### config.mk
export PLATFORM = sky130hd
export DESIGN_NAME = lsd_queue
export DESIGN_NICKNAME = d
export VERILOG_FILES = /design/src/hw/rtl/lsd_pkg.sv /design/src/hw/rtl/lsd_queue.sv
export SDC_FILE = /design/constraint.sdc
export NUM_CORES = 1
export LEC_CHECK = 0
export ABC_AREA = 1
export BUFFER_PORTS_ARGS = -buffer_cell sky130_fd_sc_hd__buf_2
export CAP_MARGIN = 20
export CORE_MARGIN = 4
export CORE_UTILIZATION = 43
export DETAILED_ROUTE_END_ITERATION = 8
export PLACE_DENSITY = 0.71
export SLEW_MARGIN = 0
export SYNTH_ARGS = -nofsm -noshare
export SYNTH_HDL_FRONTEND = slang
export SYNTH_SLANG_ARGS = --single-unit
### constraint.sdc
create_clock -name clk -period 7.3 [get_ports clk]
set_clock_uncertainty 0.05 [all_clocks]
set_input_delay 0 -clock clk [delete_from_list [all_inputs] [get_ports clk]]
set_output_delay 0 -clock clk [all_outputs]
set_load 0.1 [all_outputs]
### src/hw/rtl/lsd_pkg.sv
// Shared types, widths and helpers for the least-squares linear detrend block.
// Used by every module of the block; depends on nothing.
`timescale 1ns / 1ps

package lsd_pkg;

    localparam int MAX_SAMPLES = 64;
    localparam int SAMPLE_BITS = 24;
    localparam int ADDR_W      = $clog2(MAX_SAMPLES);
    localparam int CNT_W       = $clog2(MAX_SAMPLES + 1);

    // Record sums.
    localparam int VSUM_W  = 31;
    localparam int IVSUM_W = 37;
    localparam int SX_W    = 11;
    localparam int SXX_W   = 17;

    // Fit terms.
    localparam int D_W   = 22;
    localparam int P_W   = 48;
    localparam int Q_W   = 52;
    localparam int NUM_W = 56;

    // Serial divider.
    localparam int DIV_W     = 64;
    localparam int DIV_CNT_W = $clog2(DIV_W);

    // Result fields.
    localparam int DET_BITS   = 25;
    localparam int SLOPE_BITS = 40;
    localparam int ICPT_BITS  = 32;
    localparam int SLOPE_SH   = 16;
    localparam int ICPT_SH    = 8;
    localparam int OUT_DATA_W = ((DET_BITS + SLOPE_BITS + ICPT_BITS + 7) / 8) * 8;

    typedef struct packed {
        logic [CNT_W-1:0]          n;
        logic signed [VSUM_W-1:0]  sy;
        logic signed [IVSUM_W-1:0] sxy;
        logic [SX_W-1:0]           sx;
        logic [SXX_W-1:0]          sxx;
    } lsd_job_t;

    typedef struct packed {
        logic             go;
        logic [DIV_W-1:0] num;
        logic [D_W-1:0]   den;
    } lsd_div_req_t;

    typedef struct packed {
        logic             done;
        logic [DIV_W-1:0] quot;
    } lsd_div_res_t;

    // Applies the sign to a magnitude and saturates to a signed field of the given width.
    function automatic logic [63:0] lsd_sat(input logic neg, input logic [63:0] mag,
                                            input int bits);
        logic [63:0] hi;
        logic [63:0] res;
        hi = (64'd1 << (bits - 1)) - 64'd1;
        if (!neg) begin
            res = (mag > hi) ? hi : mag;
        end else begin
            res = (mag > hi + 64'd1) ? (64'd0 - (hi + 64'd1)) : (64'd0 - mag);
        end
        return res;
    endfunction

endpackage

### src/hw/rtl/lsd_queue.sv
// Two-entry queue of fit jobs between the loading front end and the fit back end.
// Depends on lsd_pkg.
`timescale 1ns / 1ps

module lsd_queue
    import lsd_pkg::*;
(
    input  logic     clk,
    input  logic     rst_n,
    input  logic     push,
    input  lsd_job_t push_job,
    output logic     full,
    input  logic     pop,
    output lsd_job_t pop_job,
    output logic     not_empty
);

    lsd_job_t   mem [2];
    logic       wr_ptr_reg;
    logic       rd_ptr_reg;
    logic [1:0] fill_reg;
    logic [1:0] fill_next;

    assign full      = (fill_reg == 2'd2);
    assign not_empty = (fill_reg != 2'd0);
    assign pop_job   = mem[rd_ptr_reg];

    always_comb
    begin
        fill_next = fill_reg;
        if (push && !full && !(pop && not_empty)) begin
            fill_next = fill_reg + 2'd1;
        end else if (pop && not_empty && !(push && !full)) begin
            fill_next = fill_reg - 2'd1;
        end
    end

    always_ff @(posedge clk)
    begin
        if (push && !full) begin
            mem[wr_ptr_reg] <= push_job;
        end
    end

    always_ff @(posedge clk or negedge rst_n)
    begin
        if (!rst_n) begin
            wr_ptr_reg <= 1'b0;
            rd_ptr_reg <= 1'b0;
            fill_reg   <= 2'd0;
        end else begin
            if (push && !full) begin
                wr_ptr_reg <= ~wr_ptr_reg;
            end
            if (pop && not_empty) begin
                rd_ptr_reg <= ~rd_ptr_reg;
            end
            fill_reg <= fill_next;
        end
    end

endmodule

# After elaboration in Yosys (flattened, before gate mapping)
# Memory sizes are Yosys's and may differ from the RTL's.
# Index checks and enable logic that the tools add are counted.
[op_classes]
n_addsub = 2
multipliers = 0
n_div = 0
n_lt_le_gt_ge = 0
n_eq_ne = 1
n_shift = 0
mux = 4
bitwise_logic = 2
n_reduce_logical = 9
[ops]
columns = ["operator", "count"]
rows = [
  ["1-bit logical AND", 4],
  ["2-bit 2-to-1 mux", 2],
  ["2-bit nonzero test", 2],
  ["1-bit zero test", 3],
  ["2-bit by 1-bit adder with 2-bit output (second input constant)", 1],
  ["2-bit == test (second input constant)", 1],
  ["1-bit 2-to-1 mux", 2],
  ["1-bit inverter", 2],
  ["2-bit by 1-bit subtractor with 2-bit output (second input constant)", 1],
]
[word_totals]
reg_bits = 4
latchBits = 0
mem_bits_rw = 206
romBits = 0
inputBits = 107
output_inout_bits = 105
wordCells = 22
mem_count = 1
[mem_list]
columns = ["memory", "depth", "word_bits", "read_ports", "rd_clocked_by_memory_dff", "wr", "line_no", "rtl"]
rows = [
  ["mem", 2, 103, 1, 0, 1, "lsd_queue.sv:18", "lsd_job_t mem [2];"],
]

# Longest topological paths before layout
[logic_depth]
ltp_word = 7
mapped_depth = 9
ltp_nobuf = 9

# Least setup slack after synthesis
# No wires, ideal clock.
[synth_path]
path_kind = "register to register"
startpoint = "reg fill_reg[1]"
endpoint = "mem mem[1][0] (netlist name), enable pin"
setup_ns = 0.566
arrival_time_ns = 4.844
required_time_ns = 6.684
slack_ns = 1.840
stages_incl_launch_ff = 4
n_path_buf = 0
period_less_slack_ns = 5.460
path_cell_list = "dfrtp_1 > inv_1 > o21ai_0 > nor2_1"
[synth_between]
elab_chain_len = 5
[synth_lines]
columns = ["item", "line_no", "rtl"]
rows = [
  ["start, declared", "lsd_queue.sv:21", "logic [1:0] fill_reg;"],
  ["start signal, assigned", "lsd_queue.sv:58", "fill_reg <= fill_next;"],
  ["2-bit == test", "lsd_queue.sv:24", "assign full = (fill_reg == 2'd2);"],
  ["1-bit zero test", "lsd_queue.sv:40", "if (push && !full) begin"],
  ["1-bit logical AND", "lsd_queue.sv:40", ""],
  ["1-bit 2-to-1 mux", "lsd_queue.sv:40", ""],
  ["1-bit 2-to-1 mux (implied by the code)", "lsd_queue.sv:41", "mem[wr_ptr_reg] <= push_job;"],
  ["end, declared", "lsd_queue.sv:18", ""],
]
# No other way between the ends.

==> impl_metrics.yaml <==
status:
  status: "finished clean"
finish:
  area_growth_pct: 38.4
  postLayoutCoreUtil_pct: 61.3
  largest_reg_flops: 206
  final_cell_mix: "320 x nand2_1, 211 x buf_2, 206 x edfxtp_1"
  final_common_cell: "nand2_1"
  nNetsFinal: 1002
  layoutNonFillerInstCount: 1132
  drive_gt1_share_pct: 27.4
die:
  die_w_microns: 142
  rows: 48
  io_pins: 212
  die_h_microns: 142
  design.core.area_sq_um: 17500
  start_util_pct: 44.3
  die_area_sq_um: 20200
sta:
  rsz0062_at_grt: "no"
  tns_ns: 0
  hold_violations: 0
  clock.fmax_ghz: 0.315
  worst_slew_pin_slew_ns: 0.741
  period_share_pct: 43.5
  min_period_ns: 3.17
  slew_headroom_pct: 50.6
  setup_ws_ns: 4.13
  final_max_slew_viol_count: 0
  setup_violations: 0
min_path:
  hold_path_end: "mem[0][76]$_DFFE_PP_"
  hold_start: "push_job[76]"
  hold_depth: 2
  hold_path_class: "input pin to register"
routing:
  totalWireLength_microns: 17600
  dr.pass1.iters: 5
  antenna_left: 0
  initialDrtViolationCount: 285
  drc: 0
  avgViaCountPerCell: 4.60
  num_vias: 5208
  wl_per_cell_microns: 15.5
setup_path:
  path_cells: "clkinv_2 -> buf_4 -> nand2_1 -> nand2_1 -> buf_2"
  r2r_slack_ns: 4.80
  crit_family: "buffers and inverters"
  crit_top_cell: "nand2_1"
  worstReg2RegEnd: "mem[0][26]$_DFFE_PP_"
  cp_max_fo: 69
  slowest_delay_ns: 0.70
  crit_arrival_ns: 3.12
  crit_slowest_cell: "dfrtp_4"
  critPathRequiredTime_ns: 7.25
  worstSetupPathType: "register to output port"
  endpoint_kind: "output port"
  worstReg2RegStart: "fill_reg[1]$_DFFE_PN0P_"
  worstRegToRegCells: 6
  start_kind: "register"
  crit_buf_inv: 3
logic_synthesis:
  synth_warnings: 0
  async_reset_ff_share_pct: 1.90
  synth_cell_type_count: 13
  synth_edf_count: 206
  yosysSeqAreaShare_pct: 81.3
  ys_ff_latch: 210
  syn_area_sq_um: 7740
  syn_nets: 678
  synthFlopType: "edfxtp_1"
  synth_cells: 570
  synth.avg_cell_area_sq_um: 13.6
grt:
  grt_remaining_overflow: 0
  grt_max_degree: 70
  grt_pass1_wl_microns: 27600
  grt_pass1_vias: 5402
  grtUsageTotal_pct: 17.1
  antenna_found_initial: 0
clock_network:
  cts_buffers: 22
  cts_num_sinks: 210
  clkLatencyLatePin_ns: 0.50
  clk_path_buf_depth: 3
  clkTransAtPathRegs_ns: 0.06
  cts_root_buf: "clkbuf_16"
  ctsResizeCount: 0
  cts_max_level: 1
  cts_tree: "done"
placed_design:
  hpwl_microns: 10300
  numPortBuffers: 211
  placedCellCount: 988
  gp_congestion: 0.719
  preCtsSetupSlack_ns: 4.68
job:
  cap_violations: 0
-- cell usage after synthesis (2+ instances only) --
cell type	instances	area (sq um)
dfrtp_1	4	100
inv_1	7	26.3
nand3_1	2	10.0
buf_2	15	75.1
edfxtp_1	206	6190
buf_6	8	90.1
nand2_1	320	1200
nor2_1	3	11.3
-- how the worst max path moves through the flow --
stage / startpoint / end / slack [ns] / cells after the start
after floorplan: fill_reg[1]$_DFFE_PN0P_ / mem[1][0]$_DFFE_PP_ / 1.84 / 3
after global placement: rd_ptr_reg$_DFFE_PN0P_ / pop_job[37] / 4.67 / 5
after detailed placement: rd_ptr_reg$_DFFE_PN0P_ / pop_job[37] / 4.68 / 5
after CTS: rd_ptr_reg$_DFFE_PN0P_ / pop_job[37] / 4.09 / 5
after global routing: rd_ptr_reg$_DFFE_PN0P_ / pop_job[40] / 3.88 / 5
final: rd_ptr_reg$_DFFE_PN0P_ / pop_job[9] / 4.13 / 5
-- repair_timing --
action / 4_1_cts / 5_1_grt
endpoints found under the setup margin: 0 / 0
hold buffers: 107 / 0
setup buffers: 0 / 0
endpoints found under the hold margin: 213 / 0
-- worst register-to-register path: stages (launching register included) --
cell and delay, ns:
dfrtp_1 0.38, inv_1 0.11, nor2_1 0.06, nor2_1 0.13
nand2_1 0.12, inv_4 0.53, buf_4 0.71
-- metrics by stage --
stage	area [sq um]	hold slack (ns)
2_1_floorplan	7740	-0.346
3_3_place_gp	8960	-0.236
3_5_place_dp	8960	-0.238
4_1_cts	10700	0.142
5_1_grt	10700	0.153
6_report	10700	0.169
-- final cells by class --
type / count / area (sq um)
diodes: 2 / 5.00
clock buffers: 26 / 566
clock inverters: 9 / 105
fillers: 1295 / 6770
inverters: 8 / 33.8
multi-input cells: 329 / 1260
flip-flops and latches: 210 / 6290
well taps: 225 / 282
repair buffers: 323 / 2160
-- metal layers --
layer | global-route usage, % | wire (microns)
met2 | 29.9 | 9030
met5 | 0 | 0
met1 | 21.2 | 6940
met4 | 6.26 | 494
met3 | 3.23 | 1100
-- kinds of logic (layout without fill, tap and decap cells) --
group	after synthesis	count (layout)	synth area share (%)
and+or+nand+nor	326	326	15.9
DFF	210	210	81.3
buffers and inverters	31	366	2.52
adders and majority gates	1	1	0.162
AOI/OAI and AO/OA	1	1	0.0646
xor gates and xnor gates	1	1	0.113
other	0	2	0
Power is not shown: default switching activity piles up to over one toggle a cycle in this logic, so the estimate is an artifact.
