**config.mk**
```make
export PLATFORM = sky130hd
export DESIGN_NAME = lsd_front
export DESIGN_NICKNAME = d
export VERILOG_FILES = /design/src/hw/rtl/lsd_pkg.sv /design/src/hw/rtl/lsd_front.sv
export SDC_FILE = /design/constraint.sdc
export NUM_CORES = 2
export LEC_CHECK = 0
export CORE_MARGIN = 4
export CORE_UTILIZATION = 65
export CTS_CLUSTER_SIZE = 25
export DETAILED_ROUTE_END_ITERATION = 16
export DONT_BUFFER_PORTS = 1
export GPL_TIMING_DRIVEN = 1
export PLACE_DENSITY = 0.81
export SYNTH_ARGS = -nofsm -noshare
export SYNTH_HDL_FRONTEND = slang
export SYNTH_SLANG_ARGS = --single-unit
```
**constraint.sdc**
```tcl
create_clock -name clk -period 18.85 [get_ports clk]
set_input_delay 1.885 -clock clk [delete_from_list [all_inputs] [get_ports clk]]
set_output_delay 1.885 -clock clk [all_outputs]
set_load 0.03 [all_outputs]
```
**src/hw/rtl/lsd_pkg.sv**
```systemverilog
// Shared types, widths and helpers for the least-squares linear detrend block.
// Used by every module of the block; depends on nothing.
`timescale 1ns / 1ps

package lsd_pkg;

    localparam int MAX_SAMPLES = 64;
    localparam int SAMPLE_BITS = 24;
    localparam int ADDR_W      = $clog2(MAX_SAMPLES);
    localparam int CNT_W       = $clog2(MAX_SAMPLES + 1);

    // Record sums.
    localparam int VSUM_W  = 31;
    localparam int IVSUM_W = 37;
    localparam int SX_W    = 11;
    localparam int SXX_W   = 17;

    // Fit terms.
    localparam int D_W   = 22;
    localparam int P_W   = 48;
    localparam int Q_W   = 52;
    localparam int NUM_W = 56;

    // Serial divider.
    localparam int DIV_W     = 64;
    localparam int DIV_CNT_W = $clog2(DIV_W);

    // Result fields.
    localparam int DET_BITS   = 25;
    localparam int SLOPE_BITS = 40;
    localparam int ICPT_BITS  = 32;
    localparam int SLOPE_SH   = 16;
    localparam int ICPT_SH    = 8;
    localparam int OUT_DATA_W = ((DET_BITS + SLOPE_BITS + ICPT_BITS + 7) / 8) * 8;

    typedef struct packed {
        logic [CNT_W-1:0]          n;
        logic signed [VSUM_W-1:0]  sy;
        logic signed [IVSUM_W-1:0] sxy;
        logic [SX_W-1:0]           sx;
        logic [SXX_W-1:0]          sxx;
    } lsd_job_t;

    typedef struct packed {
        logic             go;
        logic [DIV_W-1:0] num;
        logic [D_W-1:0]   den;
    } lsd_div_req_t;

    typedef struct packed {
        logic             done;
        logic [DIV_W-1:0] quot;
    } lsd_div_res_t;

    // Applies the sign to a magnitude and saturates to a signed field of the given width.
    function automatic logic [63:0] lsd_sat(input logic neg, input logic [63:0] mag,
                                            input int bits);
        logic [63:0] hi;
        logic [63:0] res;
        hi = (64'd1 << (bits - 1)) - 64'd1;
        if (!neg) begin
            res = (mag > hi) ? hi : mag;
        end else begin
            res = (mag > hi + 64'd1) ? (64'd0 - (hi + 64'd1)) : (64'd0 - mag);
        end
        return res;
    endfunction

endpackage

```
**src/hw/rtl/lsd_front.sv**
```systemverilog
// Front end: takes samples, stores them and keeps the running record sums.
// On the last sample it posts a fit job. Depends on lsd_pkg.
`timescale 1ns / 1ps

module lsd_front
    import lsd_pkg::*;
(
    input  logic                   clk,
    input  logic                   rst_n,
    input  logic                   s_axis_tvalid,
    output logic                   s_axis_tready,
    input  logic [SAMPLE_BITS-1:0] s_axis_tdata,
    input  logic                   s_axis_tlast,
    output lsd_job_t               job,
    output logic                   job_push,
    input  logic                   job_full,
    input  logic                   rec_done,
    input  logic [ADDR_W-1:0]      rd_addr,
    output logic [SAMPLE_BITS-1:0] rd_data
);

    logic [SAMPLE_BITS-1:0] mem [MAX_SAMPLES];

    logic [CNT_W-1:0]          cnt_reg;
    logic signed [VSUM_W-1:0]  sy_reg;
    logic signed [IVSUM_W-1:0] sxy_reg;
    logic [SX_W-1:0]           sx_reg;
    logic [SXX_W-1:0]          sxx_reg;
    logic                      busy_reg;
    logic [SAMPLE_BITS-1:0]    rd_data_reg;

    logic                                 accept;
    logic                                 room;
    logic signed [SAMPLE_BITS-1:0]        y;
    logic signed [CNT_W+SAMPLE_BITS:0]    iy;
    lsd_job_t                             upd;

    // Stall while a record is still being fitted, since its samples live in the store, or while the job queue is full.
    assign s_axis_tready = !busy_reg && !job_full;
    assign accept        = s_axis_tvalid && s_axis_tready;
    assign room          = (cnt_reg < CNT_W'(MAX_SAMPLES));
    assign y             = $signed(s_axis_tdata);
    assign iy            = $signed({1'b0, cnt_reg}) * y;

    always_comb
    begin
        upd.n   = cnt_reg;
        upd.sy  = sy_reg;
        upd.sxy = sxy_reg;
        upd.sx  = sx_reg;
        upd.sxx = sxx_reg;
        if (room) begin
            upd.n   = cnt_reg + CNT_W'(1);
            upd.sy  = sy_reg + VSUM_W'(y);
            upd.sxy = sxy_reg + IVSUM_W'(iy);
            upd.sx  = sx_reg + SX_W'(cnt_reg);
            upd.sxx = sxx_reg + SXX_W'(cnt_reg * cnt_reg);
        end
    end

    assign job      = upd;
    assign job_push = accept && s_axis_tlast;
    assign rd_data  = rd_data_reg;

    always_ff @(posedge clk)
    begin
        if (accept && room) begin
            mem[cnt_reg[ADDR_W-1:0]] <= s_axis_tdata;
        end
        rd_data_reg <= mem[rd_addr];
    end

    always_ff @(posedge clk or negedge rst_n)
    begin
        if (!rst_n) begin
            cnt_reg  <= '0;
            sy_reg   <= '0;
            sxy_reg  <= '0;
            sx_reg   <= '0;
            sxx_reg  <= '0;
            busy_reg <= 1'b0;
        end else begin
            if (accept && s_axis_tlast) begin
                cnt_reg  <= '0;
                sy_reg   <= '0;
                sxy_reg  <= '0;
                sx_reg   <= '0;
                sxx_reg  <= '0;
                busy_reg <= 1'b1;
            end else begin
                if (accept) begin
                    cnt_reg <= upd.n;
                    sy_reg  <= upd.sy;
                    sxy_reg <= upd.sxy;
                    sx_reg  <= upd.sx;
                    sxx_reg <= upd.sxx;
                end
                if (rec_done) begin
                    busy_reg <= 1'b0;
                end
            end
        end
    end

endmodule

```
Word level (Yosys, flattened, before mapping)
Memories as Yosys holds them, arrays and structs flattened. A register that Yosys moved wholly into a read port is not among the register bits.
Index checks and enable logic that the tools add are counted.
{"block": "word_totals", "latch_bits": 0, "reg_bits": 104, "mem_count": 1, "mem_bits_rw": 1536, "mem_bits_ro": 0}
{"name": "mem", "depth": 64, "width": 24, "rd": 1, "rd_ports_with_merged_regs": 1, "write_ports": 1, "line_no": "lsd_front.sv:22", "source": "logic [SAMPLE_BITS-1:0] mem [MAX_SAMPLES];"}
{"block": "classes", "muxes": 15, "div": 0, "eq_ne": 0, "order_cmp": 1, "n_reduce_logical": 8, "shifts": 0, "bitwise_logic": 0, "addsub": 5, "multipliers": 2}
{"cell": "$mux 103", "n": 1}
{"cell": "$mux 37", "n": 2}
{"cell": "$mux 31", "n": 2}
{"cell": "$add 37x32->37", "n": 1}
{"cell": "$mux 17", "n": 2}
{"cell": "$mul 8x24->32", "n": 1}
{"cell": "$add 31x24->31", "n": 1}
{"cell": "$mux 11", "n": 2}
{"cell": "$add 17x14->17", "n": 1}
{"cell": "$mul 7x7->14", "n": 1}
{"cell": "$mux 7", "n": 2}
{"cell": "$add 11x7->11", "n": 1}
{"cell": "$add 7x1->7 const B", "n": 1}
{"cell": "$lt 7x7->1 const B", "n": 1}
{"cell": "$logic_and 1x1->1", "n": 4}
{"cell": "$mux 1", "n": 4}
{"cell": "$reduce_bool 2->1", "n": 2}
{"cell": "$logic_not 1->1", "n": 2}

Logic depth before layout (Yosys ltp)
{"block": "logic_depth", "ltp_word": 6, "mapped_depth": 23, "depth_no_buf": 19}

Least setup slack after synthesis
OpenSTA, ideal clock, no wires.
{"block": "synth_timing", "kind": "in2out", "start": "input port s_axis_tdata[23]", "end": "output port job[56] in the netlist's numbering", "cell_stages": 17, "arrival_ps": 7218, "t_required_ps": 16965, "slack_ps": 9747, "cell_sequence": "clkbuf_1 -> and2_1 -> inv_1 -> fa_1 -> inv_1 -> fa_1 -> fa_1 -> inv_1 -> fa_1 -> inv_1 -> ha_1 -> o21ai_0 -> a21oi_1 -> o41ai_4 -> a21boi_0 -> o21a_1 -> o31ai_1"}
{"item": "start: declaration", "line_no": "lsd_front.sv:12", "source": "input logic [SAMPLE_BITS-1:0] s_axis_tdata,"}
{"item": "end: declaration", "line_no": "lsd_front.sv:14", "source": "output lsd_job_t job,"}

==> flow_summary_export.csv <==
group,metric,value,unit
sta,finalSetupTns,0,ns
detailed_routing,wl_per_cell,34.27,µm
global_route,grt_usage,34.27,%
critical_path,cp_max_fo,72,
sta,rsz0062_at_grt,"false",
sta,slew_headroom,-0.4178,%
outcome,violations,"slew limit",
critical_path,required,16.96,ns
placement,dp_slack,9.562,ns
synthesis,synth_flop_cell,"edfxtp_1",
detailed_routing,drt_iter0_markers,5383,
sta,clock.fmax,107.2,MHz
critical_path,path_class,"input port to output pin",
clock_network,cts_buffer_depth,3,
detailed_routing,viasPerCell,6.884,
clock_network,clk_pin_slew_worst_paths,0.06,ns
synthesis,synth_area,75020,µm²
worst_hold_path,hp-class,"register to register",
global_route,grt_pass1_wl,295700,µm
die,row_count,124,
synthesis,synth_edf_count,1536,
synthesis,yosysWarnings,0,
clock_network,clkSinkCount,1664,
clock_network,cts_resized,0,
power_and_ir_drop,p_leak,0.02900,µW
global_route,overflow,0,
clock_network,cts_htree_levels,4,
clock_network,cts_buffers,164,
cells_and_area,final_area,82500,µm²
detailed_routing,wl,201900,µm
power_and_ir_drop,combinationalPowerShare,20.2,%
sta,setup_slack,9.524,ns
global_route,grt_max_degree,385,
power_and_ir_drop,internal_power,6606,µW
cells_and_area,final_nets,4631,
job,cap_violations,0,
power_and_ir_drop,pwr-share-seq,44.7,%
synthesis,ys_seq_elements,1664,
placement,dpl.hpwl,106100,µm
die,top_level_ports,165,
critical_path,crit_arrival,7.44,ns
global_route,antenna_found_initial,6,
power_and_ir_drop,ir_worst_vdd,0.1402,mV
critical_path,reg2regPathDepth,17,
detailed_routing,firstDrtPassIters,6,
sta,hold_viol,0,
placement,numPortBuffers,0,
clock_network,postCtsHoldBufs,0,
sta,setup_viol_count_final,0,
sta,finClkSkew,0.06743,ns
power_and_ir_drop,p_total,9413,µW
clock_network,clk_latency,0.84,ns
synthesis,async_reset_ff_share,6.250,%
placement,placed_cell_area,77150,µm²
die,die_w,347.7,µm
power_and_ir_drop,p_per_area,114.1,nW/µm²
power_and_ir_drop,switchingPower,2807,µW
sta,worst_slew_pin_slew,1.506,ns
cells_and_area,drive_gt1_share,21.53,%
clock_network,root_buffer,"clkbuf_16",
synthesis,synth_nets,4554,
die,die_h,347.7,µm
critical_path,start_kind,"input port",
die,initial_utilization,65.52,%
sta,min_period_over_period,49.48,%
synthesis,synthCells,4166,
sta,min_period,9.326,ns
synthesis,synth_cell_types,72,
clock_network,cts_tree,"yes",
cells_and_area,largest_reg_flops,1536,
worst_hold_path,whs_path_depth,2,
synthesis,avgSynthCellArea,18.01,µm²
outcome,status,"finished with violations",
power_and_ir_drop,clkPwrFrac,35.1,%
detailed_routing,num_vias,40570,
power_and_ir_drop,p_sw_share,29.82,%
die,core-area,114500,µm²
synthesis,yosysSeqAreaShare,65.59,%
sta,slew_viol_final,9,
critical_path,crit_path_end_kind,"output pin",
detailed_routing,antenna_left,0,
placement,gp_congestion,0.8861,
detailed_routing,drc_errors,0,
die,die_area,120900,µm²
clock_network,cts_setup_buffers,0,
cells_and_area,area_growth,9.965,%
global_route,grt_pass1_vias,41790,
cells in the mapped netlist (24+ instances only):
cell type | count | share of area, %
edfxtp_1 | 1536 | 61
mux4_2 | 504 | 15
inv_1 | 324 | 1.6
nand2_1 | 254 | 1.3
fa_1 | 207 | 5.5
o21ai_0 | 159 | 1.1
clkbuf_1 | 146 | 0.73
ha_1 | 145 | 2.4
nor2_1 | 128 | 0.64
and2_1 | 116 | 0.97
dfrtp_1 | 104 | 3.5
a21oi_1 | 64 | 0.43
xnor2_1 | 49 | 0.57
xor2_1 | 40 | 0.47
a22o_1 | 38 | 0.44
buf_2 | 38 | 0.25
a21o_1 | 36 | 0.36
nand3_1 | 35 | 0.23
dfxtp_1 | 24 | 0.64
power by group through the flow:
stage	clock, µW	combinational [µW]	sequential (µW)
finish	3300	1910	4210
global route	3500	2070	4210
CTS	3330	1890	4210
detailed placement	0	1870	4280
global placement	0	1830	4280
floorplan	0	1440	4260
cell type report:
| cell class | instances | area [µm²] |
|---|---|---|
| Clock inverter | 93 | 1049 |
| Clock buffer | 205 | 4289 |
| Sequential cell | 1664 | 49210 |
| Antenna cell | 6 | 15.01 |
| Timing Repair Buffer | 110 | 838.3 |
| Inverter | 324 | 1216 |
| Fill cell | 6517 | 32000 |
| Multi-Input combinational cell | 1979 | 23990 |
| Tap cell | 1512 | 1892 |
cells in the final DEF, fill, tap and decap left out, drive strengths merged, types with 116 or more instances in the layout:
cell type / n
mux4: 504
and2: 116
o21ai: 161
ha: 145
nand2: 254
inv: 331
fa: 207
clkbuf: 205
edfxtp: 1536
nor2: 128
path summary, 6_finish.rpt:
check                              endpoint  slack (ns)       startpoint
worst max-delay path                job[59]        9.52  s_axis_tdata[3]
max in group asynchronous         sy_reg[0]       17.84            rst_n
min in group asynchronous        cnt_reg[3]        0.79            rst_n
worst max register to register  sxy_reg[18]       12.42       cnt_reg[1]
worst min-delay path              sx_reg[0]        0.50        sx_reg[0]
worst min register to register    sx_reg[0]        0.50        sx_reg[0]
logic make-up (layout without fill, tap and decap cells):
kind of cell | after synthesis | count (layout) | share of synthesized area, %
buffers and inverters | 523 | 732 | 2.680
adders and majority gates | 352 | 352 | 7.942
DFF | 1664 | 1664 | 65.59
and+or+nand+nor | 599 | 599 | 3.691
xor gates and xnor gates | 89 | 89 | 1.039
other | 0 | 6 | 0
muxes | 524 | 524 | 15.42
AOI/OAI and AO/OA | 415 | 415 | 3.639
through the flow:
stage | std cells | hold slack (ns) | util [%]
after CTS | 5887 | 0.4997 | 72.04
after global routing | 5887 | 0.5299 | 72.04
final | 5893 | 0.4985 | 72.05
after global placement | 5589 | 0.4731 | 67.38
after floorplan | 4166 | 0.4593 | -
after detailed placement | 5589 | 0.4879 | 67.38
metal layers:
metal	routed length, µm	global-route usage, %	vias to the layer above	share of wire, %
li1	-	-	16270	-
met1	67670	44.45	21030	34
met2	99940	55.14	2731	49
met3	23410	9.185	536	12
met4	10920	16.24	0	5.4
met5	0	0	-	0
critical path, cell delays in order:
cell and delay [ns]:
nand2_1 0.11, fa_1 0.54, inv_1 0.05, ha_1 0.27, ha_1 0.27, inv_1 0.04, fa_1 0.47, inv_1 0.04
ha_1 0.22, fa_1 0.49, a211oi_1 0.31, o211ai_1 0.26, a211oi_1 0.41, o21ai_0 0.33, a21boi_0 0.42, o21ai_0 0.14
a21oi_1 0.18, xor2_1 0.11, o21ai_0 0.75
No activity file was read; power rests on OpenSTA's default activity.
