## src/hw/rtl/lsd_pkg.sv

```systemverilog
// Shared types, widths and helpers for the least-squares linear detrend block.
// Used by every module of the block; depends on nothing.
`timescale 1ns / 1ps

package lsd_pkg;

    localparam int MAX_SAMPLES = 64;
    localparam int SAMPLE_BITS = 24;
    localparam int ADDR_W      = $clog2(MAX_SAMPLES);
    localparam int CNT_W       = $clog2(MAX_SAMPLES + 1);

    // Record sums.
    localparam int VSUM_W  = 31;
    localparam int IVSUM_W = 37;
    localparam int SX_W    = 11;
    localparam int SXX_W   = 17;

    // Fit terms.
    localparam int D_W   = 22;
    localparam int P_W   = 48;
    localparam int Q_W   = 52;
    localparam int NUM_W = 56;

    // Serial divider.
    localparam int DIV_W     = 64;
    localparam int DIV_CNT_W = $clog2(DIV_W);

    // Result fields.
    localparam int DET_BITS   = 25;
    localparam int SLOPE_BITS = 40;
    localparam int ICPT_BITS  = 32;
    localparam int SLOPE_SH   = 16;
    localparam int ICPT_SH    = 8;
    localparam int OUT_DATA_W = ((DET_BITS + SLOPE_BITS + ICPT_BITS + 7) / 8) * 8;

    typedef struct packed {
        logic [CNT_W-1:0]          n;
        logic signed [VSUM_W-1:0]  sy;
        logic signed [IVSUM_W-1:0] sxy;
        logic [SX_W-1:0]           sx;
        logic [SXX_W-1:0]          sxx;
    } lsd_job_t;

    typedef struct packed {
        logic             go;
        logic [DIV_W-1:0] num;
        logic [D_W-1:0]   den;
    } lsd_div_req_t;

    typedef struct packed {
        logic             done;
        logic [DIV_W-1:0] quot;
    } lsd_div_res_t;

    // Applies the sign to a magnitude and saturates to a signed field of the given width.
    function automatic logic [63:0] lsd_sat(input logic neg, input logic [63:0] mag,
                                            input int bits);
        logic [63:0] hi;
        logic [63:0] res;
        hi = (64'd1 << (bits - 1)) - 64'd1;
        if (!neg) begin
            res = (mag > hi) ? hi : mag;
        end else begin
            res = (mag > hi + 64'd1) ? (64'd0 - (hi + 64'd1)) : (64'd0 - mag);
        end
        return res;
    endfunction

endpackage

```

## src/hw/rtl/lsd_div.sv

```systemverilog
// Bit-serial restoring divider, one quotient bit per cycle, shared by all divisions.
// Depends on lsd_pkg.
`timescale 1ns / 1ps

module lsd_div
    import lsd_pkg::*;
(
    input  logic         clk,
    input  logic         rst_n,
    input  lsd_div_req_t req,
    output lsd_div_res_t res
);

    logic                 busy_reg;
    logic                 done_reg;
    logic [DIV_CNT_W-1:0] cnt_reg;
    logic [D_W-1:0]       rem_reg;
    logic [D_W-1:0]       den_reg;
    logic [DIV_W-1:0]     quo_reg;

    logic [D_W:0] trial;
    logic         fits;

    assign trial = {rem_reg, quo_reg[DIV_W-1]};
    assign fits  = (trial >= {1'b0, den_reg});

    assign res.done = done_reg;
    assign res.quot = quo_reg;

    always_ff @(posedge clk)
    begin
        if (req.go) begin
            quo_reg <= req.num;
            den_reg <= req.den;
            rem_reg <= '0;
        end else if (busy_reg) begin
            rem_reg <= fits ? D_W'(trial - {1'b0, den_reg}) : D_W'(trial);
            quo_reg <= {quo_reg[DIV_W-2:0], fits};
        end
    end

    always_ff @(posedge clk or negedge rst_n)
    begin
        if (!rst_n) begin
            busy_reg <= 1'b0;
            done_reg <= 1'b0;
            cnt_reg  <= '0;
        end else begin
            done_reg <= 1'b0;
            if (req.go) begin
                busy_reg <= 1'b1;
                cnt_reg  <= '0;
            end else if (busy_reg) begin
                cnt_reg <= cnt_reg + DIV_CNT_W'(1);
                if (cnt_reg == DIV_CNT_W'(DIV_W - 1)) begin
                    busy_reg <= 1'b0;
                    done_reg <= 1'b1;
                end
            end
        end
    end

endmodule

```

## config.mk

```make
export PLATFORM = sky130hd
export DESIGN_NAME = lsd_div
export DESIGN_NICKNAME = d
export VERILOG_FILES = /design/src/hw/rtl/lsd_pkg.sv /design/src/hw/rtl/lsd_div.sv
export SDC_FILE = /design/constraint.sdc
export NUM_CORES = 1
export LEC_CHECK = 0
export BUFFER_PORTS_ARGS = -buffer_cell sky130_fd_sc_hd__buf_4
export CAP_MARGIN = 20
export CORE_MARGIN = 1
export CORE_UTILIZATION = 25
export CTS_CLUSTER_SIZE = 14
export DETAILED_ROUTE_END_ITERATION = 6
export GPL_TIMING_DRIVEN = 0
export SLEW_MARGIN = 15
export SYNTH_ARGS = -nofsm -noshare
export SYNTH_HDL_FRONTEND = slang
export SYNTH_SLANG_ARGS = --single-unit
```

## constraint.sdc

```tcl
create_clock -name clk -period 5.5 [get_ports clk]
set_input_delay 0 -clock clk [delete_from_list [all_inputs] [get_ports clk]]
set_output_delay 0 -clock clk [all_outputs]
set_load 0.05 [all_outputs]
```

### Word-level counts from Yosys, hierarchy flattened

Index checks and enable logic that the tools add are counted.
W data, S select, Z words.

| word-level totals | value |
|---|---|
| memory bits (writable) | 0 |
| word-level logic and storage cells | 22 |
| memory bits (read-only) | 0 |
| output and inout port bits | 65 |
| memories | 0 |
| input bits | 89 |
| register bits | 116 |
| latch bits | 0 |

| cells by class | value |
|---|---|
| reduce and logical (&&, ||, !) cells | 1 |
| shift-type cells | 0 |
| bitwise logic cells | 0 |
| $add $sub $neg | 2 |
| multiply operators | 0 |
| divide/modulo/power cells | 0 |
| eq/ne operators | 1 |
| $lt $le $gt $ge | 1 |
| muxes and demuxes | 11 |

Operator list:

| kind | number |
|---|---|
| $mux W64 | 2 |
| $ge A23 B22 Y1 | 1 |
| $mux W22 | 1 |
| $sub A22 B22 Y22 | 1 |
| $mux W6 | 2 |
| $add A6 B1 Y6 const B | 1 |
| $eq A6 B6 Y1 const B | 1 |
| $mux W1 | 6 |
| $reduce_bool A2 Y1 | 1 |

### Depth between registers and ports, before layout

| depth | value |
|---|---|
| word-level depth | 4 |
| mapped depth | 11 |
| depth with buffers taken out | 11 |

### Least setup slack after synthesis

No wires, ideal clock.

| path | value |
|---|---|
| kind | register -> register |
| start point | register busy_reg |
| end point | register quo_reg[0], enable pin |
| setup slack | 2.716 ns |
| arrival | 2.366 ns |
| required time | 5.082 ns |
| stages on the path, launching flop included | 5 |
| cells stage by stage | dfrtp_1 -> clkbuf_1 -> clkbuf_1 -> nor2_1 -> inv_1 |

| between the ends | value |
|---|---|
| cells in the longest elaborated chain, start to end | 1 |

Ends and longest elaborated chain:

| item | line | source |
|---|---|---|
| from (decl) | lsd_div.sv:14 | `logic busy_reg;` |
| from (signal assigned) | lsd_div.sv:45 | `busy_reg <= 1'b0;` |
| from (signal assigned) | lsd_div.sv:51 | `busy_reg <= 1'b1;` |
| from (signal assigned) | lsd_div.sv:56 | `busy_reg <= 1'b0;` |
| $reduce_bool A2 Y1 (no line) | -- |  |
| to (signal assigned) | lsd_div.sv:33 | `quo_reg <= req.num;` |
| to (signal assigned) | lsd_div.sv:38 | `quo_reg <= {quo_reg[DIV_W-2:0], fits};` |
| to (decl) | lsd_div.sv:19 | `logic [DIV_W-1:0] quo_reg;` |

No other way between the ends.
A chain may end at the register's enable or synchronous reset.

### Worst setup path after layout

| path | value |
|---|---|
| start point | register quo_reg[63] |
| end point | register rem_reg[18] |

| between the ends | value |
|---|---|
| cells in the longest elaborated chain, start to end | 2 |
| elaborated cells between the ends (all ways) | 3 |
| those cells by class | add/sub: 1; order compare: 1; mux: 1 |

Ends and longest elaborated chain:

| item | line | source |
|---|---|---|
| $sub A22 B22 Y22 or $ge A23 B22 Y1 (tied branches) | lsd_div.sv:37, lsd_div.sv:25 |  |
| $mux W22 * | lsd_div.sv:37 | `rem_reg <= fits ? D_W'(trial - {1'b0, den_reg}) : D_W'(trial);` |
| to (signal assigned) | lsd_div.sv:37 |  |
| to (decl) | lsd_div.sv:17 | `logic [D_W-1:0] rem_reg;` |

Mark *: on every way between the ends. The rest lies on a longest branch, timed or not.

==> impl_metrics.ini <==
[detailed_routing]
avgRoutedWirePerCell_um = 15.9
vias = 4823
postRouteWirelength_mm = 17.2
drt-pass1-iter-count = 5
drt-vias-per-instance = 4.45
first_iter_violations = 175
route.detailed.drc = 0
ant_nets = 0

[placement]
gp_routability_congestion = 0.785
buffer_ports.inserted = 153
hpwl_mm = 11.9
postPlaceCellArea_um2 = 7570

[critical_path]
path_class = flop to flop
regToRegSetupSlack_ps = 2650
arrival_ps = 3140
worstSetupEndpointType = flop
startpoint_type = flop
cp.required_ps = 5790
timing.critical_path.fanout_max = 3

[grt]
grt_usage = 0.148
globalRouteOverflowTotal = 0
wire_length_of_the_first_global_routing_pass_mm = 27.3
initial_antenna_violation_count = 0
grt_max_degree = 56
first_global_vias = 5192

[power_and_ir_drop]
vdd.ir_drop.worst_mv = 0.197
power_switching_uw = 1490
power.static_leakage_uw = 0.00392
total_power_uw = 4010
clock_power_share = 0.304
comb_power_share = 0.393
power.density_cell_area_nw_per_um2 = 442
p_seq_frac = 0.303
p_sw_frac = 0.370
cell_internal_pwr_uw = 2530

[clocking]
cts_inserted_buffers = 17
postCtsResizedCells = 0
tritoncts_clock_tree = done
hold_buffers = 88
cts.sinks = 116
htree_levels = 4
clock_latency_ps = 430
number_of_buffers_inserted_by_post_cts_setup_repair = 0
ctsLongestPathBuffers = 2
clock_transition_time_at_the_flip_flop_clock_pins_of_the_worst_setup_and_hold_paths_ps = 60
cts-root-buf = sky130_fd_sc_hd__clkbuf_16

[synth]
dominant_combinational_cell_family_by_area_after_synthesis = multiplexers
proportion_of_register_bits_with_asynchronous_set_or_reset_after_synthesis = 0.0690
yosysWarningCount = 0
synth_simple_gate_area_share = 0.0781
syn_nets = 604
synth_compound_gate_area_share = 0.114
synth_top_area_cell = sky130_fd_sc_hd__edfxtp_1
synthesized_area_divided_by_synthesized_cell_count_um2 = 12.2
synth_top_cells_by_area = sky130_fd_sc_hd__edfxtp_1 43%, sky130_fd_sc_hd__mux2_2 12%, sky130_fd_sc_hd__dfxtp_1 7.3%
synth.ff_latch_count = 116
yosysUniqueCellTypes = 58
synthAdderAreaFrac = 0.0514
synth_cells = 491
register_area_share_after_synthesis = 0.538
synth-xor-area-share = 0.0322
syn-cell-area_um2 = 5990
synth_ff_type = sky130_fd_sc_hd__edfxtp_1
number_of_flops_mapped_to_enable_cells_by_yosys = 86
muxShareOfSynthArea = 0.145
synth_largest_type_area_fraction = 0.431

[die]
core-area_um2 = 23500
io_pins = 154
core.rowCount = 56
fp.dieArea_um2 = 24600
floorplan.initialDensity = 0.255
die_h_um = 157
die_w_um = 157

[timing]
grt_setup_unrepaired = false
worstMarginPinSlew_ps = 809
final.min_clock_period_ps = 2850
clock_skew_ps = 15.1
timing_max_transition_violations_final = 0
finalSetupTns_ps = 0
total_setup_violations_reported_at_the_end_of_the_flow = 0
hold-worst-slack_ps = 9.21
finalCritPeriodShare = 0.518
worst_slew_margin_rel = 0.461
fmaxAchievable_mhz = 351
finalHoldViolCount = 0

[final_layout]
diode_insertion_count_for_antenna_repair = 0
layout.cell_area.non_filler_um2 = 9080
postLayoutCoreUtil = 0.387
layout-drive-gt1-share = 0.350
area_growth_syn_to_layout_pct = 51.5
number_of_flip_flops_in_the_largest_register = 64
nets = 865
filler_instances = 2278

[run_status]
run_status = finished, final reports clean

[flow_run]
max_cap_violations = 0

[hold_path]
hold_path.class = primary input to flop
## metal layers
layer	vias up	routed length, um	track usage
li1	2352	-	-
met1	2294	7350	0.169
met2	161	8350	0.252
met3	16	1300	0.0618
met4	0	227	0.0415
met5	-	0	0
## synth_stat cells, types with 3 or more instances
cell type,number
sky130_fd_sc_hd__inv_1,27
sky130_fd_sc_hd__or3_1,3
sky130_fd_sc_hd__nand3_1,3
sky130_fd_sc_hd__mux2i_1,16
sky130_fd_sc_hd__a21oi_1,22
sky130_fd_sc_hd__ha_1,23
sky130_fd_sc_hd__o21ai_1,5
sky130_fd_sc_hd__a31oi_1,8
sky130_fd_sc_hd__dfxtp_1,22
sky130_fd_sc_hd__nor2b_1,3
sky130_fd_sc_hd__mux2_2,63
sky130_fd_sc_hd__a211o_1,3
sky130_fd_sc_hd__a21o_1,9
sky130_fd_sc_hd__a211oi_1,15
sky130_fd_sc_hd__nor3_1,5
sky130_fd_sc_hd__nor3b_1,3
sky130_fd_sc_hd__nand2_1,23
sky130_fd_sc_hd__and3_1,3
sky130_fd_sc_hd__clkbuf_1,17
sky130_fd_sc_hd__xor2_1,12
sky130_fd_sc_hd__edfxtp_1,86
sky130_fd_sc_hd__o22ai_1,5
sky130_fd_sc_hd__nand4_1,8
sky130_fd_sc_hd__buf_6,3
sky130_fd_sc_hd__nand2b_1,3
sky130_fd_sc_hd__dfrtp_1,8
sky130_fd_sc_hd__buf_2,3
sky130_fd_sc_hd__o21ai_0,10
sky130_fd_sc_hd__xnor2_1,10
sky130_fd_sc_hd__nor2_1,34
## final cells by class
class / count / area [um2] / area share
plain buffers: 28 / 150 / 0.0165
clock buffers: 17 / 425 / 0.0468
flip-flops and latches: 116 / 3220 / 0.355
inverters: 27 / 104 / 0.0114
clock inverters: 15 / 205 / 0.0226
well taps: 319 / 399 / 0.0439
repair buffers: 242 / 2060 / 0.226
multi-input cells: 320 / 2520 / 0.277
## kinds of logic (layout without fill, tap and decap cells)
kind of cell / Yosys count / in the layout
XOR/XNOR: 22 / 22
flip-flops: 116 / 116
AO/OA/AOI/OAI: 98 / 98
buffers and inverters: 55 / 329
adder cells (fa/ha/maj): 24 / 24
AND/OR/NAND/NOR: 97 / 97
multiplexers: 79 / 79
## cells in the final DEF (no fill, tap or decap), drive strengths merged, types with 10 or more instances in the layout
master       synthesis  routed
a211oi              17      17
a21oi               24      24
buf                 11     165
clkbuf              17      34
dfxtp               22      22
dlygate4sd3          0      88
edfxtp              86      86
ha                  23      23
inv                 27      37
mux2                63      63
mux2i               16      16
nand2               23      23
nor2                34      34
o21ai               16      16
xnor2               10      10
xor2                12      12
## worst paths after layout
check | from | end | cells after the start
min in group asynchronous | rst_n | cnt_reg[4] | 3
max | quo_reg[63] | rem_reg[18] | 10
min reg2reg | rem_reg[1] | rem_reg[1] | 2
max reg2reg | quo_reg[63] | rem_reg[18] | 10
min | req[86] | den_reg[16] | 1
max in group asynchronous | rst_n | cnt_reg[1] | 3
## critical path, cell delays in order, from the launching register on
cell and delay (ps):
sky130_fd_sc_hd__edfxtp_1 420, sky130_fd_sc_hd__inv_1 80, sky130_fd_sc_hd__ha_1 170, sky130_fd_sc_hd__inv_1 60
sky130_fd_sc_hd__fa_1 420, sky130_fd_sc_hd__a211o_1 350, sky130_fd_sc_hd__a21o_1 210, sky130_fd_sc_hd__a211oi_1 360
sky130_fd_sc_hd__nor2_1 160, sky130_fd_sc_hd__o311ai_1 360, sky130_fd_sc_hd__o22ai_1 120
## power groups by stage
| stage | registers (uW) | clock network [uW] | logic (uW) |
|---|---|---|---|
| global route | 1240 | 1290 | 1710 |
| global placement | 1230 | 0 | 1500 |
| floorplan | 1410 | 0 | 951 |
| detailed placement | 1230 | 0 | 1520 |
| finish | 1220 | 1220 | 1580 |
| CTS | 1220 | 1240 | 1580 |
## per-stage QoR
stage,cells,worst slack [ps]
6_report,1084,2650
5_1_grt,1084,2430
4_1_cts,1084,2630
3_5_place_dp,964,2340
3_3_place_gp,963,893
2_1_floorplan,491,2720
Power figures use the tool's default switching activity.
